==> src/rtl/pwle_pkg.sv <==
// Package for the pulse width line encoder: widths, item and result types, helpers.
package pwle_pkg;

	localparam int COUNT_WIDTH = 24;
	localparam int CFG_WIDTH = 24;
	localparam int LEN_WIDTH = ((COUNT_WIDTH > CFG_WIDTH) ? COUNT_WIDTH : CFG_WIDTH) + 1;

	localparam int QDEPTH = 2;
	localparam int QPTR_W = (QDEPTH > 1) ? $clog2(QDEPTH) : 1;
	localparam int QCNT_W = $clog2(QDEPTH + 1);

	localparam int NUM_REGS = 3;
	localparam int ADDR_W = $clog2(NUM_REGS) + 2;

	localparam logic [ADDR_W-3:0] REG_SYNC = 0;
	localparam logic [ADDR_W-3:0] REG_SHORT = 1;
	localparam logic [ADDR_W-3:0] REG_LONG = 2;

	typedef enum logic [4:0] {
		PH_IDLE = 5'b00001,
		PH_SYNC = 5'b00010,
		PH_CAL  = 5'b00100,
		PH_BHI  = 5'b01000,
		PH_BLO  = 5'b10000
	} phase_t;

	typedef struct packed {
		logic       offer;
		logic [7:0] data;
		logic       last;
	} item_t;

	typedef struct packed {
		logic line_level;
		logic byte_taken;
		logic frame_active;
		logic underrun;
	} result_t;

	typedef struct packed {
		logic [CFG_WIDTH-1:0] sync_ticks;
		logic [CFG_WIDTH-1:0] short_pulse_ticks;
		logic [CFG_WIDTH-1:0] long_pulse_ticks;
	} cfg_t;

	typedef struct packed {
		logic [QCNT_W-1:0] count;
		logic              full;
	} q_stat_t;

	// Segment length: zero acts as one tick, and lengths saturate at 2^COUNT_WIDTH.
	function automatic logic [LEN_WIDTH-1:0] seg_len(input logic [CFG_WIDTH-1:0] reg_val);
		logic [LEN_WIDTH-1:0] n;
		logic [LEN_WIDTH-1:0] cap;
		cap = LEN_WIDTH'(1) << COUNT_WIDTH;
		n = LEN_WIDTH'(reg_val);
		if (n == '0) begin
			n = LEN_WIDTH'(1);
		end
		if (n > cap) begin
			n = cap;
		end
		return n;
	endfunction

endpackage

==> src/rtl/pwle_front.sv <==
// Front end: accepts tick items, classifies them and queues them for the back end.
module pwle_front (
	input  logic                 clk,
	input  logic                 arst_n,
	input  logic                 in_valid,
	output logic                 in_ready,
	input  logic                 func,
	input  logic [7:0]           data_byte,
	input  logic                 frame_end,
	output pwle_pkg::item_t      head,
	output logic                 head_valid,
	input  logic                 pop,
	output pwle_pkg::q_stat_t    q_stat
);
	import pwle_pkg::*;

	item_t             mem_q [QDEPTH];
	logic [QPTR_W-1:0] wr_ptr_q;
	logic [QPTR_W-1:0] rd_ptr_q;
	logic [QCNT_W-1:0] count_q;
	item_t             item_in;
	logic              push;
	logic              do_pop;

	function automatic logic [QPTR_W-1:0] ptr_next(input logic [QPTR_W-1:0] p);
		return (p == QPTR_W'(QDEPTH - 1)) ? '0 : p + QPTR_W'(1);
	endfunction

	// A tick that does not offer a byte carries no byte or last mark.
	always_comb begin
		item_in.offer = func;
		item_in.data = func ? data_byte : 8'h00;
		item_in.last = func & frame_end;
	end

	assign in_ready = (count_q != QCNT_W'(QDEPTH));
	assign push = in_valid && in_ready;
	assign head_valid = (count_q != '0);
	assign do_pop = pop && head_valid;
	assign head = mem_q[rd_ptr_q];
	assign q_stat.count = count_q;
	assign q_stat.full = !in_ready;

	always_ff @(posedge clk) begin
		if (push) begin
			mem_q[wr_ptr_q] <= item_in;
		end
	end

	always_ff @(posedge clk or negedge arst_n) begin
		if (!arst_n) begin
			wr_ptr_q <= '0;
			rd_ptr_q <= '0;
			count_q <= '0;
		end else begin
			if (push) begin
				wr_ptr_q <= ptr_next(wr_ptr_q);
			end
			if (do_pop) begin
				rd_ptr_q <= ptr_next(rd_ptr_q);
			end
			case ({push, do_pop})
				2'b10: count_q <= count_q + QCNT_W'(1);
				2'b01: count_q <= count_q - QCNT_W'(1);
				default: count_q <= count_q;
			endcase
		end
	end

endmodule

==> src/rtl/pwle_back.sv <==
// Back end: line sequencer, holding register and result register.
module pwle_back (
	input  logic              clk,
	input  logic              arst_n,
	input  pwle_pkg::cfg_t    cfg,
	input  pwle_pkg::item_t   head,
	input  logic              head_valid,
	output logic              pop,
	output logic              out_valid,
	input  logic              out_ready,
	output pwle_pkg::result_t res
);
	import pwle_pkg::*;

	phase_t                 phase_q;
	logic [COUNT_WIDTH-1:0] tick_count_q;
	logic [7:0]             shift_byte_q;
	logic [2:0]             bit_index_q;
	logic                   shift_is_last_q;
	logic [7:0]             hold_byte_q;
	logic                   hold_valid_q;
	logic                   hold_last_q;
	logic                   out_valid_q;
	result_t                res_q;

	logic                   cur_bit;
	logic [CFG_WIDTH-1:0]   len_reg;
	logic [LEN_WIDTH-1:0]   len;
	logic                   seg_done;
	logic                   level;
	logic                   active;
	logic                   under;
	logic                   load_hold;
	logic                   taken;
	phase_t                 phase_d;

	assign pop = head_valid && (!out_valid_q || out_ready);
	assign out_valid = out_valid_q;
	assign res = res_q;
	assign cur_bit = shift_byte_q[bit_index_q];
	assign len = seg_len(len_reg);
	assign seg_done = (LEN_WIDTH'(tick_count_q) + LEN_WIDTH'(1)) >= len;
	assign taken = head.offer && !hold_valid_q;

	always_comb begin
		level = 1'b1;
		active = 1'b1;
		len_reg = cfg.short_pulse_ticks;
		case (phase_q)
			PH_SYNC: begin
				level = 1'b0;
				len_reg = cfg.sync_ticks;
			end
			PH_CAL: begin
				len_reg = cfg.short_pulse_ticks;
			end
			PH_BHI: begin
				len_reg = cur_bit ? cfg.short_pulse_ticks : cfg.long_pulse_ticks;
			end
			PH_BLO: begin
				level = 1'b0;
				len_reg = cur_bit ? cfg.long_pulse_ticks : cfg.short_pulse_ticks;
			end
			default: begin
				active = 1'b0;
			end
		endcase
	end

	always_comb begin
		phase_d = phase_q;
		under = 1'b0;
		load_hold = 1'b0;
		if (!active) begin
			phase_d = PH_IDLE;
			if (hold_valid_q) begin
				load_hold = 1'b1;
				phase_d = PH_SYNC;
			end
		end else if (seg_done) begin
			case (phase_q)
				PH_SYNC: phase_d = PH_CAL;
				PH_CAL: phase_d = PH_BHI;
				PH_BHI: phase_d = PH_BLO;
				default: begin
					if (bit_index_q != 3'd0) begin
						phase_d = PH_BHI;
					end else if (shift_is_last_q) begin
						phase_d = PH_IDLE;
					end else if (hold_valid_q) begin
						load_hold = 1'b1;
						phase_d = PH_BHI;
					end else begin
						under = 1'b1;
						phase_d = PH_IDLE;
					end
				end
			endcase
		end
	end

	always_ff @(posedge clk) begin
		if (pop && taken) begin
			hold_byte_q <= head.data;
		end
		if (pop) begin
			res_q.line_level <= level;
			res_q.byte_taken <= taken;
			res_q.frame_active <= active;
			res_q.underrun <= under;
		end
	end

	always_ff @(posedge clk or negedge arst_n) begin
		if (!arst_n) begin
			phase_q <= PH_IDLE;
			tick_count_q <= '0;
			shift_byte_q <= '0;
			bit_index_q <= 3'd7;
			shift_is_last_q <= 1'b0;
			hold_valid_q <= 1'b0;
			hold_last_q <= 1'b0;
			out_valid_q <= 1'b0;
		end else begin
			if (pop) begin
				out_valid_q <= 1'b1;
			end else if (out_ready) begin
				out_valid_q <= 1'b0;
			end
			if (pop) begin
				phase_q <= phase_d;
				if (!active || seg_done) begin
					tick_count_q <= '0;
				end else begin
					tick_count_q <= tick_count_q + COUNT_WIDTH'(1);
				end
				if (active && seg_done && phase_q == PH_BLO && bit_index_q != 3'd0) begin
					bit_index_q <= bit_index_q - 3'd1;
				end
				if (load_hold) begin
					shift_byte_q <= hold_byte_q;
					shift_is_last_q <= hold_last_q;
					bit_index_q <= 3'd7;
				end
				// The holding register refills only if it was empty at the start of the tick.
				if (taken) begin
					hold_valid_q <= 1'b1;
					hold_last_q <= head.last;
				end else if (load_hold) begin
					hold_valid_q <= 1'b0;
				end
			end
		end
	end

endmodule

==> src/rtl/pulse_width_line_encoder.sv <==
// Top level of the pulse width line encoder: register port, front end and back end.
//
// Every input transfer is one tick of the line timebase and yields exactly one
// result transfer that gives the line level for that tick, whether a byte
// offered on that tick went into the one-byte holding register, whether a
// frame is on the line, and an underrun flag on the tick a frame ends because
// no further byte was held. The line idles high; a frame is a low sync period
// of sync_ticks, a high calibration pulse of short_pulse_ticks, then each bit
// MSB first (a one is short high then long low, a zero is long high then short
// low). A zero length register acts as one tick. The block takes one tick per
// clock cycle while the receiver takes results: a two-entry queue sits behind
// the input, and the back end's sequencer updates its segment counter, shifter
// and holding register for each tick, with the result held in an output
// register that is refilled in the same cycle it is taken. Registers are
// written through the APB port at byte addresses 0, 4 and 8; the user must do so
// only while no tick is in flight, as the block itself does not enforce it.
module pulse_width_line_encoder (
	input  logic                          clk,
	input  logic                          arst_n,
	input  logic                          psel,
	input  logic                          penable,
	input  logic                          pwrite,
	input  logic [pwle_pkg::ADDR_W-1:0]   paddr,
	input  logic [31:0]                   pwdata,
	output logic [31:0]                   prdata,
	output logic                          pready,
	input  logic                          in_valid,
	output logic                          in_ready,
	input  logic                          func,
	input  logic [7:0]                    data_byte,
	input  logic                          frame_end,
	output logic                          out_valid,
	input  logic                          out_ready,
	output logic                          line_level,
	output logic                          byte_taken,
	output logic                          frame_active,
	output logic                          underrun
);
	import pwle_pkg::*;

	cfg_t    cfg_q;
	item_t   head;
	logic    head_valid;
	logic    pop;
	q_stat_t q_stat;
	result_t res;
	logic    wr_en;
	logic [ADDR_W-3:0] reg_idx;

	assign pready = 1'b1;
	assign wr_en = psel && penable && pwrite && pready;
	assign reg_idx = paddr[ADDR_W-1:2];

	// Register writes; an address past the last register is ignored.
	always_ff @(posedge clk or negedge arst_n) begin
		if (!arst_n) begin
			cfg_q.sync_ticks <= CFG_WIDTH'(310000);
			cfg_q.short_pulse_ticks <= CFG_WIDTH'(4992);
			cfg_q.long_pulse_ticks <= CFG_WIDTH'(9984);
		end else if (wr_en) begin
			case (reg_idx)
				REG_SYNC: cfg_q.sync_ticks <= pwdata[CFG_WIDTH-1:0];
				REG_SHORT: cfg_q.short_pulse_ticks <= pwdata[CFG_WIDTH-1:0];
				REG_LONG: cfg_q.long_pulse_ticks <= pwdata[CFG_WIDTH-1:0];
				default: ;
			endcase
		end
	end

	always_comb begin
		case (reg_idx)
			REG_SYNC: prdata = 32'(cfg_q.sync_ticks);
			REG_SHORT: prdata = 32'(cfg_q.short_pulse_ticks);
			REG_LONG: prdata = 32'(cfg_q.long_pulse_ticks);
			default: prdata = 32'h0;
		endcase
	end

	pwle_front u_front (
		.clk        (clk),
		.arst_n     (arst_n),
		.in_valid   (in_valid),
		.in_ready   (in_ready),
		.func       (func),
		.data_byte  (data_byte),
		.frame_end  (frame_end),
		.head       (head),
		.head_valid (head_valid),
		.pop        (pop),
		.q_stat     (q_stat)
	);

	pwle_back u_back (
		.clk        (clk),
		.arst_n     (arst_n),
		.cfg        (cfg_q),
		.head       (head),
		.head_valid (head_valid),
		.pop        (pop),
		.out_valid  (out_valid),
		.out_ready  (out_ready),
		.res        (res)
	);

	assign line_level = res.line_level;
	assign byte_taken = res.byte_taken;
	assign frame_active = res.frame_active;
	assign underrun = res.underrun;

	// An underrun can only be flagged at the end of a low bit segment inside a frame.
	a_underrun_in_frame: assert property (@(posedge clk) disable iff (!arst_n)
		out_valid && underrun |-> frame_active && !line_level)
		else $error("underrun flagged outside a low bit segment");

	// Outside a frame the line must idle high.
	a_idle_high: assert property (@(posedge clk) disable iff (!arst_n)
		out_valid && !frame_active |-> line_level)
		else $error("line driven low outside a frame");

	// The queue never holds more ticks than it has entries, and reports full consistently.
	a_queue_bound: assert property (@(posedge clk) disable iff (!arst_n)
		(q_stat.count <= QCNT_W'(QDEPTH)) && (q_stat.full == (q_stat.count == QCNT_W'(QDEPTH))))
		else $error("tick queue count out of range");

endmodule

==> config.mk <==
export PLATFORM = sky130hd
export DESIGN_NAME = pulse_width_line_encoder
export DESIGN_NICKNAME = d
export VERILOG_FILES = /design/src/rtl/pwle_pkg.sv /design/src/rtl/pwle_front.sv /design/src/rtl/pwle_back.sv /design/src/rtl/pulse_width_line_encoder.sv
export SDC_FILE = /design/constraint.sdc
export NUM_CORES = 1
export LEC_CHECK = 0
export ABC_AREA = 1
export ABC_CLOCK_PERIOD_IN_PS = 3700
export BUFFER_PORTS_ARGS = -buffer_cell sky130_fd_sc_hd__buf_2
export CAP_MARGIN = 5
export CORE_MARGIN = 4
export CORE_UTILIZATION = 45
export DETAILED_ROUTE_END_ITERATION = 6
export PLACE_DENSITY = 0.63
export RECOVER_POWER = 50
export SYNTH_ARGS = -nofsm -noshare
export SYNTH_HDL_FRONTEND = slang
export SYNTH_SLANG_ARGS = --single-unit
==> constraint.sdc <==
create_clock -name clk -period 3.7 [get_ports clk]
set_input_delay 0.37 -clock clk [delete_from_list [all_inputs] [get_ports clk]]
set_output_delay 0.37 -clock clk [all_outputs]
set_load 0.02 [all_outputs]
Yosys cells after proc, flatten, opt, wreduce, memory -nomap -nowiden --
Memory sizes are Yosys's and may differ from the RTL's. Index checks and enable logic that the tools add are counted.
Word-level totals: logic and storage cells 115, bits in writable memories 20, output and inout bits 39, memories 1, register bits 132, input port bits 53
Memories:
- u_front.mem_q | depth 2, bits a word 10, rd ports 1, clocked after memory_dff 0, write ports 1, line pwle_front.sv:17 | item_t mem_q [QDEPTH];
Operators by class: bitwise logic cells 3, mux-type cells 37, $lt $le $gt $ge 3, equal/unequal tests 10, $add $sub $neg 7, reduce and logical (&&, ||, !) cells 35
Operators with widths (count):
- $pmux 24 s3 | 2
- $mux 24 | 4
- $add 24x1->25 const B | 1
- $ge 25x25->1 | 1
- $gt 24x25->1 const B | 1
- $mux 25 | 1
- $add 24x1->24 const B | 1
- $logic_not 24->1 | 1
- $mux 5 | 4
- $mux 1 | 18
- $reduce_and 2->1 | 8
- $pmux 5 s3 | 1
- $logic_and 1x1->1 | 10
- $reduce_bool 2->1 | 5
- $mux 8 | 1
- $reduce_or 7->1 | 1
- $mux 3 | 2
- $eq 5x2->1 const B | 1
- $eq 5x3->1 const B | 1
- $eq 5x4->1 const B | 1
- $eq 5x5->1 const B | 1
- $eq 2x1->1 const B | 2
- $eq 2x2->1 const B | 2
- $lt 3x4->1 const B | 1
- 19 further kinds | 24

Logic depth before layout (Yosys ltp) --
depth after elaboration 14, gate-level depth with buffers 27

Cells and area by module --
From an unflattened synthesis, not the netlist that was laid out.
Unflattened totals: cells, all modules 1119, area, all modules 8973.6 µm²
By module, submodules not included:
- pwle_back | times used 1, area each 4289.1 µm², cells each 585
- pulse_width_line_encoder | times used 1, area each 3643.5 µm², cells each 431
- pwle_front | times used 1, area each 1041.0 µm², cells each 103

Least setup slack after synthesis --
OpenSTA, ideal clock, no wires.
path type flip-flop to flip-flop, from register u_back.bit_index_q[0], to register u_back.shift_byte_q[0], clock period less this slack 3074 ps, setup time 117 ps, stages on the path, launching flop included 25, path buffers 2, data arrival time 2958 ps, slack 626 ps, path through dfstp_2 -> inv_2 -> nand2_1 -> nand3_1 -> nand3_1 -> nand2_1 -> nand2_1 -> clkbuf_1 -> nand3_1 -> nand3_1 -> inv_1 -> ha_1 -> nand2_1 -> inv_1 -> o21ai_0 -> a21oi_1 -> a211oi_1 -> nor2_1 -> nor2_2 -> nand2_4 -> nand3_4 -> nand2_2 -> buf_6 -> nand2_1 -> nand2_1
On the way: word-level cells in the longest chain between the ends 12, elaborated cells between the ends (all ways) 16, those cells by class 2 x order compare; 11 x mux; 3 x reduce/logical
Ends and longest elaborated chain:
- from (decl) | line pwle_back.sv:18 | logic [2:0] bit_index_q;
- from (signal assigned) | line pwle_back.sv:138 | bit_index_q <= bit_index_q - 3'd1;
- $bmux 1 s3 | line pwle_back.sv:40 | assign cur_bit = shift_byte_q[bit_index_q];
- $mux 1 (not written as such) | line pwle_back.sv:40
- $mux 24, on equally long branches | line pwle_back.sv:62, pwle_back.sv:58
- $pmux 24 s3 | line pwle_back.sv:49 | case (phase_q)
- $logic_not 24->1 | line pwle_pkg.sv:57 | if (n == '0) begin
- $mux 24 | line pwle_pkg.sv:57
- $gt 24x25->1 | line pwle_pkg.sv:60 | if (n > cap) begin
- $mux 25 | line pwle_pkg.sv:60
- $ge 25x25->1 | line pwle_back.sv:42 | assign seg_done = (LEN_WIDTH'(tick_count_q) + LEN_WIDTH'(1)) >= len;
- $mux 1 (*) | line pwle_back.sv:80 | end else if (seg_done) begin
- $mux 1 (*) | line pwle_back.sv:74 | if (!active) begin
- $reduce_and 2->1 (no source line) (*)
- to (signal assigned) | line pwle_back.sv:141 | shift_byte_q <= hold_byte_q;
- to (decl) | line pwle_back.sv:17 | logic [7:0] shift_byte_q;
Mark *: on every way between the ends. The rest lies on a longest branch, timed or not. The select of a mux whose other input is x is not followed. A chain may end at the register's enable or synchronous reset.

Worst setup path after layout --
from register u_back.bit_index_q[0], to register u_back.tick_count_q[9]
On the way: word-level cells in the longest chain between the ends 11, elaborated cells between the ends (all ways) 12, those cells by class 2 x order compare; 8 x mux; 2 x reduce/logical
Ends and longest elaborated chain:
- $bmux 1 s3 (*) | line pwle_back.sv:40
- $mux 1 (not written as such) (*) | line pwle_back.sv:40
- $mux 24, on equally long branches | line pwle_back.sv:62, pwle_back.sv:58
- $pmux 24 s3 (*) | line pwle_back.sv:49
- $logic_not 24->1 | line pwle_pkg.sv:57
- $mux 24 (*) | line pwle_pkg.sv:57
- $gt 24x25->1 | line pwle_pkg.sv:60
- $mux 25 (*) | line pwle_pkg.sv:60
- $ge 25x25->1 (*) | line pwle_back.sv:42
- $logic_or 1x1->1 (*) | line pwle_back.sv:132 | if (!active || seg_done) begin
- $mux 24 (*) | line pwle_back.sv:132
- to (signal assigned) | line pwle_back.sv:135 | tick_count_q <= tick_count_q + COUNT_WIDTH'(1);
- to (decl) | line pwle_back.sv:16 | logic [COUNT_WIDTH-1:0] tick_count_q;
Marks and branches as above.

==> results.md <==
- Final worst-path cycle share: 92.54%
- Share of post-route cells with drive strength above 1: 16.00%
- Setup violations, final: 0
- Vias: 6966
- Relative slew slack: -1.193%
- Worst EP required: 4.03 ns
- Setup Crit Path Kind: reg2reg
- Most common cell after layout, fill and taps aside: nand2_1
- Routed WL: 20260 um
- Wire length per cell: 14.69 um
- Worst setup margin: 0.2759 ns
- Post-DRT Antenna Nets: 0
- Slew Viols, Final: 123
- Unique cell type count in the Yosys netlist: 36
- Largest net degree at the start of global routing: 62
- Most frequent cells in the layout: nand2_1, nand3_1, inv_1
- Number of synthesized register bits: 152
- Synth warnings: 0
- Setup crit start kind: register
- Leak pwr: 4.855 nW
- FP Rows: 49
- Pwr Total: 6.478 mW
- Vias per cell: 5.051
- Max Clock Freq: 292.1 MHz
- Syn_area_per_cell: 7.856 um^2
- Clock skew: 0.01202 ns
- Reg-to-Reg Start: u_back.bit_index_q[0]
- Dpl hpwl: 13580 um
- Sequential Area: 3991 um^2
- Mapped cell area: 8367 um^2
- Crit. End Element: register
- Cell Pwr Density: 671.7 nW/um^2
- CTS tree: built
- Least-Margin Pin Slew: 1.518 ns
- Area of the multi-input gates: 3767 um^2
- Vias in the first global route: 6469
- Initial Utilization: 46.10%
- Die width: 144.4 um
- Peak supply drop: 0.3605 mV
- Reg2reg setup slack: 0.28 ns
- Die area: 20840 um^2
- Global-route wire length before repair: 32910 um
- Grt ovf: 0
- Clock Tree Buf Depth: 2
- Later-pin clock latency in the skew report: 0.42 ns
- Setup TNS: 0 ns
- Status: finished, violations left
- Failing checks: max-capacitance violations, max-slew violations
- Drt drc: 0
- Crit path time final: 3.424 ns
- FILL cells: 1729
- Net count, final: 1218
- Final core utilization: 53.14%
- Crit Path Max Fanout: 24
- Cells after synthesis: 1065
- Antenna violations before repair: 0
- CP Data Arrival Time: 3.75 ns
- IO Port Bufs: 72
- IO Pins: 92
- Maximum capacitance violations: 2
- Register area share after synthesis: 47.70%
- CTS root buffer: clkbuf_16
- CP Launch Point: u_back.bit_index_q[0]
- RSZ-0062 raised after global routing: true
- Die height: 144.4 um
- Clock slew seen by the registers of the worst setup and hold paths: 0.07 ns
- Max H-tree Level: 4
- Pre-antenna DRT Iters: 5
- Syn-to-layout area delta: 15.27%
- Final hold violations: 0
- Detailed router's first-iteration violation count: 517
- Core area: 18150 um^2
- Worst Setup Slack post-DPL: 0.1643 ns
- N_diodes: 0
- Sink Count: 152
- HP Class: in2reg
- Tot GR Track Use: 19.93%
- Inserted Clock Buffers: 17
- HP Start: out_ready
- RD Place Congestion: 0.8037
[layout make-up]
| class | instances | share of cell area [%] |
|---|---|---|
| multi-input cells | 753 | 39.06 |
| clock buffers | 20 | 4.852 |
| inverters | 118 | 4.593 |
| repair buffers | 95 | 5.968 |
| flip-flops and latches | 152 | 41.39 |
| well taps | 229 | 2.971 |
| clock inverters | 12 | 1.168 |
[synth_stat cells]
master,number,area share (%)
nand2_1,351,16
nand3_1,122,7.3
inv_1,112,5.0
dfrtp_1,98,29
o21ai_0,88,5.3
nor2_1,57,2.6
clkbuf_1,34,1.5
edfxtp_1,32,11
ha_1,28,4.2
dfstp_2,22,6.9
xor2_1,19,2.0
a21oi_1,14,0.84
nand4_1,14,1.0
o21ai_2,11,1.2
buf_4,9,0.81
nor3_1,7,0.42
xnor2_1,6,0.63
inv_2,5,0.22
nand2_2,4,0.30
buf_2,3,0.18
buf_6,3,0.40
nor2_2,3,0.22
nor2_4,3,0.40
nor4_1,3,0.22
a21o_1,2,0.18
and3_1,2,0.15
conb_1,2,0.090
nand2_4,2,0.27
nand3_4,2,0.42
a211oi_1,1,0.090
a31oi_1,1,0.075
clkinv_1,1,0.045
nand3_2,1,0.12
nor2_8,1,0.24
o2111ai_1,1,0.10
or2_2,1,0.075
[path summary, 6_finish.rpt]
kind / endpoint / cells after the start
worst min-delay path: u_back.out_valid / 2
worst max-delay path: u_back.tick_count_q[9] / 27
worst min register to register: u_back.shift_byte_q[0] / 2
max in group asynchronous: cfg_q[62] / 2
worst max register to register: u_back.tick_count_q[9] / 27
min in group asynchronous: u_front.count_q[1] / 1
[sequential cells by signal, summed over array words and instances, names as in the netlist]
register                flops
u_back.shift_byte_q         8
u_back.hold_last_q          1
u_back.bit_index_q          3
u_back.out_valid            1
u_back.hold_byte_q          8
u_back.phase_q              5
u_front.wr_ptr_q            1
cfg_q                      72
u_front.mem_q              20
u_front.count_q             2
u_front.rd_ptr_q            1
u_back.tick_count_q        24
u_back.hold_valid_q         1
u_back.shift_is_last_q      1
u_back.res                  4
[layer usage]
layer	global-route usage, %	share of wire, %	vias to the layer above
met5	0	0	-
met4	4.860	0.90	0
met3	4.299	4.6	12
met2	29.41	44	177
met1	30.03	50	3218
li1	-	-	3559
[cell families after synthesis]
| kind of cell | Yosys count | synth area share (%) |
|---|---|---|
| AND/OR/NAND/NOR | 573 | 29.49 |
| buffers and inverters | 167 | 8.210 |
| flip-flops | 152 | 47.70 |
| AO/OA/AOI/OAI | 118 | 7.702 |
| adder cells (fa/ha/maj) | 28 | 4.187 |
| XOR/XNOR | 25 | 2.617 |
| other | 2 | 0.08976 |
[power by group]
group	switching (mW)	internal (mW)	leakage, nW	total, mW
clock	0.727	0.992	0.287	1.72
sequential	0.248	2.17	1.80	2.41
combinational	1.57	0.778	2.77	2.34
[worst max-delay path, stage by stage, from the launching register on]
cell and delay [ns]:
dfstp_2 0.56, buf_4 0.12, nand2_1 0.04, nand3_1 0.09, nand3_2 0.12, nand2_1 0.10, nand2_1 0.11, buf_12 0.19
nand3_1 0.08, nand2_1 0.05, inv_1 0.04, nand2_1 0.08, nor2_1 0.11, nand2_1 0.06, nor2_1 0.13, nand3_1 0.09
nand2_1 0.07, ha_1 0.22, nand3_1 0.07, nor4_1 0.06, nand2_1 0.05, nand4_1 0.09, nor2_2 0.14, nand2_4 0.12
nor2_8 0.20, buf_4 0.15, nand3_1 0.05, o21ai_0 0.10
[through the flow]
| step | hold WS (ns) | area (um^2) | cells |
|---|---|---|---|
| 2_1_floorplan | 0.07441 | 8393 | 1072 |
| 3_3_place_gp | 0.4218 | 8977 | 1340 |
| 3_5_place_dp | 0.4324 | 8977 | 1340 |
| 4_1_cts | 0.05918 | 9558 | 1372 |
| 5_1_grt | 0.1337 | 9644 | 1379 |
| 6_report | 0.1370 | 9644 | 1379 |
[what timing repair did]
action | in CTS | in global routing
hold buffers | 0 | 0
resized for setup | 0 | 10
setup buffers | 0 | 6
endpoints found under the setup margin | 0 | 42
(Power assumes the default switching activity.)
